### src/rtl/bfnc_ram.sv
// Generic single-write, single-read RAM with registered read data.
module bfnc_ram #(
    parameter int WIDTH = 8,
    parameter int DEPTH = 16
) (
    input  logic                     clk,
    input  logic                     we,
    input  logic [$clog2(DEPTH)-1:0] waddr,
    input  logic [WIDTH-1:0]         wdata,
    input  logic                     re,
    input  logic [$clog2(DEPTH)-1:0] raddr,
    output logic [WIDTH-1:0]         rdata
);
    logic [WIDTH-1:0] mem [DEPTH];

    always_ff @(posedge clk)
    begin
        if (we)
        begin
            mem[waddr] <= wdata;
        end
        if (re)
        begin
            rdata <= mem[raddr];
        end
    end
endmodule

### config.mk
export PLATFORM = sky130hd
export DESIGN_NAME = bfnc_ram
export DESIGN_NICKNAME = d
export VERILOG_FILES = /design/src/rtl/bfnc_ram.sv
export SDC_FILE = /design/constraint.sdc
export NUM_CORES = 1
export LEC_CHECK = 0
export BUFFER_PORTS_ARGS = -buffer_cell sky130_fd_sc_hd__buf_2
export CAP_MARGIN = 20
export CORE_MARGIN = 5
export CORE_UTILIZATION = 54
export DETAILED_ROUTE_END_ITERATION = 10
export PLACE_DENSITY = 0.84
export SYNTH_ARGS = -nofsm -noshare
export SYNTH_HDL_FRONTEND = slang
export SYNTH_SLANG_ARGS = --single-unit
### constraint.sdc
create_clock -name clk -period 1.86 [get_ports clk]
set_input_delay 0.372 -clock clk [delete_from_list [all_inputs] [get_ports clk]]
set_output_delay 0.372 -clock clk [all_outputs]
set_load 0.05 [all_outputs]
==> flow_metrics.env <==
export IMPL_status="finished, final reports clean"
export IMPL_p_leak_nw=2.14
export IMPL_synth_area_um2=5230
export IMPL_syn_nets=248
export IMPL_antenna_found_initial=0
export IMPL_wl_per_cell_um=24.1
export IMPL_maxCapViolations=0
export IMPL_ios=27
export IMPL_worstSetupPathType="flip-flop to flip-flop"
export IMPL_cp_arrival_ns=1.79
export IMPL_synth_edf_count=136
export IMPL_vdd_drop_max_mv=0.611
export IMPL_postCtsHoldBufs=0
export IMPL_gr_usage_all_layers_pct=19.9
export IMPL_place_port_buffers=26
export IMPL_clkLatencyLatePin_ns=0.51
export IMPL_setup_viol=0
export IMPL_row_count=36
export IMPL_synth_largest_area_cell="edfxtp_1"
export IMPL_diodes=0
export IMPL_cts_sinks=136
export IMPL_grt_ovfl_total=0
export IMPL_area_growth_pct=20.1
export IMPL_grt_pass1_wl_um=16100
export IMPL_synthArstFlopShare_pct=0
export IMPL_htreeDepth=4
export IMPL_ys_ff_latch=136
export IMPL_vias=2572
export IMPL_tightest_slew_ns=0.366
export IMPL_synth_common_cells="edfxtp_1 (136), mux4_2 (18), a22oi_1 (16), mux4_1 (14), nor2_1 (13)"
export IMPL_synth_seq_area_share_pct=78.1
export IMPL_post_cts_buffers=0
export IMPL_place_hpwl_um=6550
export IMPL_drive_gt1_share_pct=32.8
export IMPL_report_final_slew_viol_count=0
export IMPL_path_clk_slew_ns=0.06
export IMPL_startpoint_type="flip-flop"
export IMPL_synth_warnings=0
export IMPL_fin_ws_ns=0.322
export IMPL_fin_area_um2=6280
export IMPL_postCtsResizedCells=0
export IMPL_drt_iter0_drc=194
export IMPL_grt_max_degree=19
export IMPL_initial_core_util_pct=54.5
export IMPL_design_die_area_um2=11700
export IMPL_min_period_ns=1.54
export IMPL_dpl_instance_area_um2=5680
export IMPL_yosysMostFrequentCell="edfxtp_1"
export IMPL_clock_skew_ns=0.00527
export IMPL_place_congestion=0.798
export IMPL_hold_violations=0
export IMPL_ys_flop_type="edfxtp_1"
export IMPL_hp_class="primary input to flip-flop"
export IMPL_grt_pass1_vias=2700
export IMPL_clockRootBuffer="clkbuf_8"
export IMPL_core_area_um2=9590
export IMPL_end_kind="flip-flop"
export IMPL_viasPerCell=5.91
export IMPL_netlist_area_leader_share_pct=78.1
export IMPL_place_ws_ns=-0.0866
export IMPL_synthCells=229
export IMPL_drc=0
export IMPL_p_per_area_nw_per_um2=1150
export IMPL_required_ns=2.11
export IMPL_grt_setup_unrepaired="false"
export IMPL_die_h_um=108
export IMPL_nets=308
export IMPL_finalCritPeriodShare_pct=82.7
export IMPL_relSlewSlack_pct=75.6
export IMPL_tritoncts="yes"
export IMPL_crit_path_max_fanout=1
export IMPL_ant_nets=0
export IMPL_cts_buffers=17
export IMPL_fmax_ghz=0.650
export IMPL_clk_path_buf_depth=2
export IMPL_finalWirelength_um=10500
export IMPL_netlist_top_cells_area="edfxtp_1 (78%), mux4_2 (7.8%), mux4_1 (7.0%)"
export IMPL_dr_pass1_iters=5
export IMPL_synth_distinct_cells=18
export IMPL_post_synth_cell_area_avg_um2=22.8
export IMPL_die_w_um=108
[placed cells by master, fill, tap and decap left out]
cell type / synthesis / layout
buf_2: 3 / 26
or3b_2: 1 / 1
clkinv_2: 0 / 2
edfxtp_1: 136 / 136
nor3_2: 0 / 1
buf_4: 1 / 21
clkbuf_8: 0 / 1
nor3_1: 4 / 3
mux4_1: 14 / 14
nor2b_1: 1 / 1
clkinvlp_4: 0 / 3
clkbuf_16: 0 / 16
nand2_1: 9 / 9
bufinv_16: 0 / 4
a22oi_1: 16 / 16
nand3_1: 1 / 1
clkinv_1: 0 / 3
clkinv_4: 0 / 2
nor2_1: 13 / 13
and2b_1: 1 / 1
nand2b_1: 2 / 2
nand3b_1: 2 / 2
and2_1: 1 / 1
clkbuf_1: 0 / 1
buf_12: 0 / 4
mux4_2: 18 / 18
[state kept, by name, indices dropped and copies added, names as in the netlist]
signal / cells
mem: 128
rdata: 8
[where the power goes]
group          total [W]  switching (W)  internal [W]
clock network    0.00336        0.00120       0.00216
logic           0.000382       0.000233      0.000149
registers        0.00347      0.0000193       0.00345
total            0.00722        0.00145       0.00576
[layer usage]
layer  share of wire (%)  wire, µm  GRT usage (%)  up-vias
met5                   0         0              0        -
met4                 1.5       155           8.03        0
met3                 6.1       637           4.30       14
met2                  52      5420           31.3      114
met1                  41      4260           27.4     1345
li1                    -         -              -     1099
[worst max-delay path, stage by stage (launching register included)]
cell and delay, ns:
edfxtp_1 0.39, mux4_1 0.54, a22oi_1 0.26, nand2_1 0.09
[path summary, 6_finish.rpt]
check                           startpoint       end  slack, ns  cells past startpoint
worst max-delay path            mem[10][1]  rdata[1]       0.32                      3
worst min-delay path                    re  rdata[7]       0.22                      1
worst max register to register  mem[10][1]  rdata[1]       0.32                      3
worst min register to register  mem[12][5]  rdata[5]       0.74                      3
[cells by family after synthesis]
group | after synthesis | share of synthesized area, %
buffers and inverters | 10 | 1.65
DFF | 136 | 78.1
muxes | 32 | 14.8
AOI/OAI and AO/OA | 16 | 2.30
and+or+nand+nor | 35 | 3.14
[layout make-up]
class                           count  area, µm²
Fill cell                         618       3310
Clock buffer                       18        418
Tap cell                          133        166
Multi-Input combinational cell     83       1060
Clock inverter                     14        181
Sequential cell                   136       4080
Timing Repair Buffer               51        368
[through the flow]
stage	cells	power (W)	TNS [ns]	hold WS, ns	util [%]
floorplan	229	0.00376	0	0.471	-
global placement	403	0.00390	-0.0888	0.721	59.2
detailed placement	403	0.00392	-0.270	0.733	59.2
CTS	435	0.00726	0	0.201	65.5
global route	435	0.00746	0	0.197	65.5
finish	435	0.00722	0	0.221	65.5
Note: power is estimated with default switching activity, not from simulation.
